<file path="config.mk">
export PLATFORM = sky130hd
export DESIGN_NAME = bresenham_line_generator
export DESIGN_NICKNAME = d
export VERILOG_FILES = /design/src/hdl/bres_pkg.sv /design/src/hdl/bres_datapath.sv /design/src/hdl/bresenham_line_generator.sv
export SDC_FILE = /design/constraint.sdc
export NUM_CORES = 1
export LEC_CHECK = 0
export BUFFER_PORTS_ARGS = -buffer_cell sky130_fd_sc_hd__buf_2
export CORE_ASPECT_RATIO = 0.6
export CORE_UTILIZATION = 53
export CTS_CLUSTER_DIAMETER = 100
export DETAILED_ROUTE_END_ITERATION = 6
export PLACE_DENSITY = 0.71
export REMOVE_ABC_BUFFERS = 1
export SETUP_SLACK_MARGIN = 0.15
export SLEW_MARGIN = 20
export SYNTH_ARGS = -nofsm -noshare
export SYNTH_HDL_FRONTEND = slang
export SYNTH_HIERARCHICAL = 1
export SYNTH_SLANG_ARGS = --single-unit
</file>
<file path="constraint.sdc">
create_clock -name clock -period 17.5 [get_ports clock]
set_input_delay 0.875 -clock clock [delete_from_list [all_inputs] [get_ports clock]]
set_output_delay 0.875 -clock clock [all_outputs]
set_load 0.005 [all_outputs]
</file>
<file path="src/hdl/bres_pkg.sv">
package bres_pkg;

   // operation codes carried in req_tuser
   localparam logic OP_LOAD = 1'b0;
   localparam logic OP_STEP = 1'b1;

   // bit positions inside the two-bit octant mode
   localparam int MODE_YMAJOR_BIT = 0;
   localparam int MODE_LEFT_BIT   = 1;

   // status flags of one result transaction
   typedef struct packed {
      logic pixel_valid;
      logic last_pixel;
      logic line_active;
   } bres_flags_type;

endpackage

</file>
<file path="src/hdl/bres_datapath.sv">
// Next-state and result logic of the line walker: setup on load, one step per pixel.
module bres_datapath #(
   parameter int COORD_BITS = 11
) (
   input  logic                         op,
   input  logic [COORD_BITS-1:0]        start_x,
   input  logic [COORD_BITS-1:0]        start_y,
   input  logic [COORD_BITS-1:0]        end_x,
   input  logic [COORD_BITS-1:0]        end_y,
   input  logic [COORD_BITS-1:0]        cur_x,
   input  logic [COORD_BITS-1:0]        cur_y,
   input  logic [COORD_BITS-1:0]        stop_x,
   input  logic [COORD_BITS-1:0]        stop_y,
   input  logic [COORD_BITS-1:0]        dx_abs,
   input  logic [COORD_BITS-1:0]        dy_abs,
   input  logic signed [COORD_BITS+2:0] err,
   input  logic [1:0]                   mode,
   input  logic                         active,
   output logic [COORD_BITS-1:0]        cur_x_in,
   output logic [COORD_BITS-1:0]        cur_y_in,
   output logic [COORD_BITS-1:0]        stop_x_in,
   output logic [COORD_BITS-1:0]        stop_y_in,
   output logic [COORD_BITS-1:0]        dx_abs_in,
   output logic [COORD_BITS-1:0]        dy_abs_in,
   output logic signed [COORD_BITS+2:0] err_in,
   output logic [1:0]                   mode_in,
   output logic                         active_in,
   output logic [COORD_BITS-1:0]        pixel_x,
   output logic [COORD_BITS-1:0]        pixel_y,
   output bres_pkg::bres_flags_type     flags
);

   localparam int EW = COORD_BITS + 3;

   // load setup: order endpoints so y does not decrease
   logic                  swap;
   logic [COORD_BITS-1:0] lsx, lsy, lex, ley;
   logic [COORD_BITS-1:0] ldx, ldy;
   logic                  lleft, lxmaj;
   logic signed [EW-1:0]  lerr;

   assign swap  = start_y > end_y;
   assign lsx   = swap ? end_x   : start_x;
   assign lsy   = swap ? end_y   : start_y;
   assign lex   = swap ? start_x : end_x;
   assign ley   = swap ? start_y : end_y;
   assign ldy   = ley - lsy;
   assign lleft = lex < lsx;
   assign ldx   = lleft ? (lsx - lex) : (lex - lsx);
   assign lxmaj = ldx >= ldy;
   assign lerr  = lxmaj ? ($signed({2'b00, ldy, 1'b0}) - $signed({3'b000, ldx}))
                        : ($signed({2'b00, ldx, 1'b0}) - $signed({3'b000, ldy}));

   // step terms
   logic signed [EW-1:0]  twice_dx, twice_dy;
   logic                  err_neg, step_left, step_ymajor;
   logic [COORD_BITS-1:0] step_x, step_y;

   assign twice_dx    = $signed({2'b00, dx_abs, 1'b0});
   assign twice_dy    = $signed({2'b00, dy_abs, 1'b0});
   assign err_neg     = err[EW-1];
   assign step_left   = mode[bres_pkg::MODE_LEFT_BIT];
   assign step_ymajor = mode[bres_pkg::MODE_YMAJOR_BIT];
   assign step_x      = step_left ? (cur_x - COORD_BITS'(1)) : (cur_x + COORD_BITS'(1));
   assign step_y      = cur_y + COORD_BITS'(1);

   always_comb begin
      cur_x_in  = cur_x;
      cur_y_in  = cur_y;
      stop_x_in = stop_x;
      stop_y_in = stop_y;
      dx_abs_in = dx_abs;
      dy_abs_in = dy_abs;
      err_in    = err;
      mode_in   = mode;
      active_in = active;
      pixel_x   = '0;
      pixel_y   = '0;
      flags     = '0;
      if (op == bres_pkg::OP_LOAD) begin
         // new line replaces any line in progress
         cur_x_in  = lsx;
         cur_y_in  = lsy;
         stop_x_in = lex;
         stop_y_in = ley;
         dx_abs_in = ldx;
         dy_abs_in = ldy;
         err_in    = lerr;
         mode_in[bres_pkg::MODE_LEFT_BIT]   = lleft;
         mode_in[bres_pkg::MODE_YMAJOR_BIT] = !lxmaj;
         active_in = lxmaj ? (ldx != '0) : (ldy != '0);
         flags.line_active = active_in;
      end else if (active) begin
         // emit current pixel, then advance
         pixel_x = cur_x;
         pixel_y = cur_y;
         flags.pixel_valid = 1'b1;
         if (!step_ymajor) begin
            cur_x_in = step_x;
            if (err_neg) begin
               err_in = err + twice_dy;
            end else begin
               cur_y_in = step_y;
               err_in   = err + twice_dy - twice_dx;
            end
            flags.last_pixel = step_x == stop_x;
         end else begin
            cur_y_in = step_y;
            if (err_neg) begin
               err_in = err + twice_dx;
            end else begin
               cur_x_in = step_x;
               err_in   = err + twice_dx - twice_dy;
            end
            flags.last_pixel = step_y == stop_y;
         end
         active_in = !flags.last_pixel;
         flags.line_active = active_in;
      end
   end

endmodule

</file>
<file path="src/hdl/bresenham_line_generator.sv">
// The rsp of an accepted req transaction is presented in the next cycle.
// Throughput: 1 transaction per cycle when rsp is not stalled; one load or one
// pixel step is resolved by a single add/compare level between the line state
// and the result register. Reset (synchronous, active high) clears the line
// state to idle and empties the result register.
module bresenham_line_generator #(
   parameter int COORD_BITS = 11
) (
   input  logic                clock,
   input  logic                reset,
   input  logic                req_tvalid,
   output logic                req_tready,
   // req_tdata, low bit up: start_x, start_y, end_x, end_y, zero fill
   input  logic [((4*COORD_BITS+7)/8)*8-1:0] req_tdata,
   // req_tuser: operation (0 load, 1 step)
   input  logic                req_tuser,
   output logic                rsp_tvalid,
   input  logic                rsp_tready,
   // rsp_tdata, low bit up: pixel_x, pixel_y, line_active, zero fill
   output logic [((2*COORD_BITS+8)/8)*8-1:0] rsp_tdata,
   // rsp_tuser: pixel_valid
   output logic                rsp_tuser,
   output logic                rsp_tlast
);

   localparam int EW    = COORD_BITS + 3;
   localparam int OUT_W = ((2*COORD_BITS+8)/8)*8;

   // line state
   logic [COORD_BITS-1:0] cur_x_ff, cur_x_in, cur_y_ff, cur_y_in;
   logic [COORD_BITS-1:0] stop_x_ff, stop_x_in, stop_y_ff, stop_y_in;
   logic [COORD_BITS-1:0] dx_abs_ff, dx_abs_in, dy_abs_ff, dy_abs_in;
   logic signed [EW-1:0]  err_ff, err_in;
   logic [1:0]            mode_ff, mode_in;
   logic                  active_ff, active_in;

   // result register
   logic                  rsp_valid_ff;
   logic [OUT_W-1:0]      rsp_data_ff;
   logic                  rsp_user_ff, rsp_last_ff;

   logic                  req_fire;
   logic [COORD_BITS-1:0] pixel_x, pixel_y;
   bres_pkg::bres_flags_type flags;

   assign req_tready = !rsp_valid_ff || rsp_tready;
   assign req_fire   = req_tvalid && req_tready;

   bres_datapath #(
      .COORD_BITS(COORD_BITS)
   ) u_datapath (
      .op        (req_tuser),
      .start_x   (req_tdata[COORD_BITS-1:0]),
      .start_y   (req_tdata[2*COORD_BITS-1:COORD_BITS]),
      .end_x     (req_tdata[3*COORD_BITS-1:2*COORD_BITS]),
      .end_y     (req_tdata[4*COORD_BITS-1:3*COORD_BITS]),
      .cur_x     (cur_x_ff),
      .cur_y     (cur_y_ff),
      .stop_x    (stop_x_ff),
      .stop_y    (stop_y_ff),
      .dx_abs    (dx_abs_ff),
      .dy_abs    (dy_abs_ff),
      .err       (err_ff),
      .mode      (mode_ff),
      .active    (active_ff),
      .cur_x_in  (cur_x_in),
      .cur_y_in  (cur_y_in),
      .stop_x_in (stop_x_in),
      .stop_y_in (stop_y_in),
      .dx_abs_in (dx_abs_in),
      .dy_abs_in (dy_abs_in),
      .err_in    (err_in),
      .mode_in   (mode_in),
      .active_in (active_in),
      .pixel_x   (pixel_x),
      .pixel_y   (pixel_y),
      .flags     (flags)
   );

   // state update on each accepted transaction
   always_ff @(posedge clock) begin
      if (reset) begin
         cur_x_ff  <= '0;
         cur_y_ff  <= '0;
         stop_x_ff <= '0;
         stop_y_ff <= '0;
         dx_abs_ff <= '0;
         dy_abs_ff <= '0;
         err_ff    <= '0;
         mode_ff   <= '0;
         active_ff <= 1'b0;
      end else if (req_fire) begin
         cur_x_ff  <= cur_x_in;
         cur_y_ff  <= cur_y_in;
         stop_x_ff <= stop_x_in;
         stop_y_ff <= stop_y_in;
         dx_abs_ff <= dx_abs_in;
         dy_abs_ff <= dy_abs_in;
         err_ff    <= err_in;
         mode_ff   <= mode_in;
         active_ff <= active_in;
      end
   end

   // result valid
   always_ff @(posedge clock) begin
      if (reset) begin
         rsp_valid_ff <= 1'b0;
      end else if (req_fire) begin
         rsp_valid_ff <= 1'b1;
      end else if (rsp_tready) begin
         rsp_valid_ff <= 1'b0;
      end
   end

   // result payload
   always_ff @(posedge clock) begin
      if (req_fire) begin
         rsp_data_ff <= OUT_W'({flags.line_active, pixel_y, pixel_x});
         rsp_user_ff <= flags.pixel_valid;
         rsp_last_ff <= flags.last_pixel;
      end
   end

   assign rsp_tvalid = rsp_valid_ff;
   assign rsp_tdata  = rsp_data_ff;
   assign rsp_tuser  = rsp_user_ff;
   assign rsp_tlast  = rsp_last_ff;

`ifndef NO_ASSERTIONS
   // a load always answers with a non-pixel result
   a_load_result: assert property (@(posedge clock) disable iff (reset)
      req_fire && req_tuser == bres_pkg::OP_LOAD |=> rsp_tvalid && !rsp_tuser)
      else $error("load did not produce a non-pixel result");

   // last pixel is a real pixel and ends the line
   a_last_ends_line: assert property (@(posedge clock) disable iff (reset)
      rsp_tvalid && rsp_tlast |-> rsp_tuser && !rsp_tdata[2*COORD_BITS])
      else $error("last pixel flagged without ending the line");

   // a step while idle returns an all-zero result
   a_idle_step: assert property (@(posedge clock) disable iff (reset)
      req_fire && req_tuser == bres_pkg::OP_STEP && !active_ff
      |=> !rsp_tuser && !rsp_tlast && rsp_tdata == '0)
      else $error("idle step returned a nonzero result");

   // the line can only end with a result being presented
   a_end_has_result: assert property (@(posedge clock) disable iff (reset)
      !$past(reset) && $fell(active_ff) |-> rsp_tvalid)
      else $error("line ended without a result transaction");
`endif

endmodule

</file>
## Word level (Yosys, flattened, before mapping)

Index checks and enable logic that the tools add are counted.
Widths: inputs -> output; s select.

| cells by class | value |
|---|---|
| add/subtract/negate cells | 12 |
| order comparisons | 3 |
| muxes and demuxes | 30 |
| reductions and logical operators | 13 |
| bitwise operators | 1 |
| eq/ne operators | 5 |

Operators with widths:

| kind | number |
|---|---|
| $mux 11 | 14 |
| $mux 14 | 6 |
| $sub 11x11->11 | 3 |
| $add 14x13->14 | 2 |
| $sub 14x13->14 | 2 |
| $sub 12x11->13 | 2 |
| $add 11x1->11 const B | 2 |
| $eq 11x11->1 | 2 |
| $reduce_bool 11->1 | 2 |
| $ge 11x11->1 | 1 |
| $gt 11x11->1 | 1 |
| $lt 11x11->1 | 1 |
| $sub 11x1->11 const B | 1 |
| $mux 1 | 9 |
| $reduce_and 2->1 | 3 |
| $reduce_and 3->1 | 2 |
| $logic_not 1->1 | 3 |
| $mux 3 | 1 |
| $ne 3x2->1 const B | 1 |
| $ne 3x3->1 const B | 1 |
| $ne 2x1->1 const B | 1 |
| $reduce_bool 2->1 | 1 |
| $logic_and 1x1->1 | 1 |
| $logic_or 1x1->1 | 1 |
| $not 1->1 | 1 |

| storage, ports and cells | value |
|---|---|
| output and inout port bits | 28 |
| register bits | 109 |
| logic and storage cells | 78 |
| bits of input ports | 53 |

## Depth between registers and ports, before layout

| logic depth | value |
|---|---|
| depth after elaboration | 9 |
| depth in mapped cells | 36 |

## Cells and area by module

The synthesis kept the hierarchy.

Modules (own cells, without submodules):

| module | times used | sequential area each (um^2) | cells each | area each (um^2) |
|---|---|---|---|---|
| bres_datapath | 1 | 0.0 | 1327 | 8609.5 |
| bresenham_line_generator | 1 | 2432.3 | 411 | 4384.2 |

## Worst setup path after synthesis

OpenSTA, ideal clock, no wires.

| path | value |
|---|---|
| kind | input to register |
| start | in req_tdata[37] |
| end | reg err_ff[9] |
| path buffers | 6 |
| library setup time | 0.070 ns |
| slack | 10.406 ns |
| cell stages on the path | 33 |
| arrival | 7.023 ns |
| data required time | 17.430 ns |
| cells stage by stage | inv_1 ha_1 buf_6 a21oi_2 o21ai_1 a2111o_1 nand2_2 buf_6 clkbuf_1 clkbuf_1 buf_1 buf_1 nand2_1 nor2_1 a21oi_1 ha_1 nor3_1 o21ai_0 o311ai_0 nor2_1 mux2i_1 xnor2_1 ha_1 nand3_1 nor4_1 a221o_1 nor3_1 a211oi_2 o31a_1 xnor2_1 a221oi_1 nand3_1 a21oi_1 |

| on the way | value |
|---|---|
| word-level cells in the longest chain between the ends | 7 |
| elaborated cells on any way between the ends | 15 |
| classes of those cells | add/sub (5); order compare (3); mux (7) |

Ends and longest elaborated chain:

| item | line | source |
|---|---|---|
| from (decl) | bresenham_line_generator.sv:14 | `input logic [((4*COORD_BITS+7)/8)*8-1:0] req_tdata,` |
| $gt 11x11->1 | bres_datapath.sv:42 | `assign swap = start_y > end_y;` |
| $mux 11 (on tied branches) | bres_datapath.sv:45, bres_datapath.sv:43 |  |
| $sub 11x11->11 / $lt 11x11->1 (equally long branches) | bres_datapath.sv:49, bres_datapath.sv:48 |  |
| $mux 11 | bres_datapath.sv:49 | `assign ldx = lleft ? (lsx - lex) : (lex - lsx);` |
| $sub 12x11->13 (tied with other cells) | bres_datapath.sv:52 | `: ($signed({2'b00, ldx, 1'b0}) - $signed({3'b000, ldy}));` |
| $mux 14 * | bres_datapath.sv:51 | `assign lerr = lxmaj ? ($signed({2'b00, ldy, 1'b0}) - $signed({3'b000, ldx}))` |
| $mux 14 * | bres_datapath.sv:80 | `if (op == bres_pkg::OP_LOAD) begin` |
| named net err_in[9] | bresenham_line_generator.sv:33 | `logic signed [EW-1:0] err_ff, err_in;` |
| to (signal assigned) | bresenham_line_generator.sv:99 | `err_ff <= err_in;` |
| to (decl) | bresenham_line_generator.sv:33 |  |

Mark *: on every way through the listed nets, which the timed path passes. The rest lies on a longest branch.
A chain may end at the register's enable or synchronous reset.

## Worst setup path after layout

| path | value |
|---|---|
| start | in req_tdata[37] |
| end | reg err_ff[8] |

The elaborated chain is that of the path after synthesis.

==> reports/results.ini <==
[critical_path]
critPathLaunch = req_tdata[37]
critPathMaxFanout = 74
reg2reg_depth = 19
arrival_ps = 8640
worstSetupPathType = in2reg
start_kind = input port
end_kind = register
cp_data_required_time_ps = 17790
cpMaxStageDelayCell = a2111o_1
reg2reg_to = err_ff[12]
regToRegStartpoint = dx_abs_ff[0]
r2r_slack_ps = 12850
cp-endpoint = err_ff[8]
slowest_delay_ps = 680
cpMostUsedCell = a21oi_1

[global_routing]
grt_max_degree = 98
use_met3_pct = 4.06
grt_busiest_layer = met1
grt_pass1_vias = 11300
grtUsageTotal_pct = 29.4
met2_usage_pct = 42.3
antenna_found_initial = 1
grt_pass1_wl_um = 59300
use_met1_pct = 45.8
grt_overflow_total = 0

[placement]
port_buffers = 75
place.detailed.hpwl_um = 27000
place_area_um2 = 13300
globalplace.congestion = 0.929
post-place-ws_ps = 9040

[timing]
rsz0062_at_grt = no
tightest_slew_ps = 1010
fmax_mhz = 120
drv_slew = 0
period_share_pct = 47.7
maxSlewHeadroom_pct = 32.7
period_minus_slack_ps = 8360
layout_setup_ws_ps = 9140
totalNegativeSetupSlack_ps = 0
clock_skew_ps = 7.06
setup_viol = 0
hold_viol = 0

[yosys]
syn_area_per_cell_um2 = 7.48
syn_inst = 1730
netlist_area_um2 = 12900
ys_warn_count = 6

[layout]
fin_nets = 1870
final_common_cell = a21oi_1
drive_gt1_share_pct = 12.2
diodes = 0
final_cell_mix = a21oi_1 (200), nand2_1 (160), nand3_1 (118)
post-route-util_pct = 57.9
seq_area_um2 = 2410
fill_cells = 2241
fin_area_um2 = 13600
area_growth_syn_to_layout_pct = 5.25
multi_input_area_um2 = 9580

[floorplan]
die_h_um = 123
ios = 81
start_util_pct = 55.0
coreArea_um2 = 23500
fp.dieW_um = 204
rows = 43
dieArea_um2 = 25100

[route]
routed_wl_um = 36600
wl_per_cell_um = 18.0
ant_nets = 0
drc = 0
vias = 12500
avgViaCountPerCell = 6.15
drtIter0Drc = 1172
dr.pass1.iters = 5

[clock_network]
clock_latency_ps = 370
cts_buffer_depth = 2
root_buffer = clkbuf_16
htreeDepth = 3
post_cts_resize_count = 0
cts_sinks = 108
cts_tree = done
cts_made_buffers = 9
holdBufCountCts = 0
clk_pin_slew_ps = 70
post_cts_buffers = 0

[power_and_ir_drop]
leakage_nw = 5.75
cellPowerDensity_nw_per_um2 = 108
ir_drop_mv = 0.0733

[run]
max_cap_viol_count = 0

[min_path]
min_path_type = reg2reg
hp-start = err_ff[12]
holdPathStages = 2

[status]
status = complete, no violations

## layer usage
metal  wire length (um)  vias up
met5                  0        -
met4                341        0
met3               2670       27
met2              14600      443
met1              19100     5841
li1                   -     6183
## power by group
group / switching (mW) / internal, mW / total, mW
Sequential: 0.0219 / 0.277 / 0.299
Clock: 0.100 / 0.134 / 0.234
Combinational: 0.543 / 0.389 / 0.932
Total: 0.665 / 0.800 / 1.46
## worst min-delay path by stage
| stage | end |
|---|---|
| 3_5_place_dp | err_ff[12] |
| 4_1_cts | err_ff[12] |
| 3_3_place_gp | err_ff[13] |
| 6_report | err_ff[12] |
| 5_1_grt | err_ff[12] |
| 2_1_floorplan | err_ff[12] |
## flip-flops by register name, indices dropped and copies added, names as in the netlist, 2 cells and up
signal     flops
stop_x_ff     11
cur_x_ff      11
mode_ff        2
err_ff        13
cur_y_ff      11
stop_y_ff     11
dx_abs_ff     11
dy_abs_ff     11
rsp_tdata     23
## through the flow
step	cells	power, mW	hold WS (ps)
6_report	2033	1.46	575
5_1_grt	2033	1.57	608
4_1_cts	2033	1.45	579
3_5_place_dp	2017	1.21	569
3_3_place_gp	2017	1.19	560
2_1_floorplan	1608	0.978	549
## layout make-up
class                           count  share of cell area (%)
Multi-Input combinational cell   1399                    70.3
Sequential cell                   108                    17.7
Timing Repair Buffer               94                    3.84
Tap cell                          315                    2.89
Inverter                          101                    2.78
Clock buffer                       13                    1.91
Clock inverter                      3                   0.505
## critical path: cells and delay by family
family	cells	cell delay, ps
xor+xnor	1	620
mux	1	360
simple gates	9	1410
compound gates	12	3000
fa+ha+maj	3	970
buf+inv	5	1370
No activity file was read; power rests on OpenSTA's default activity.
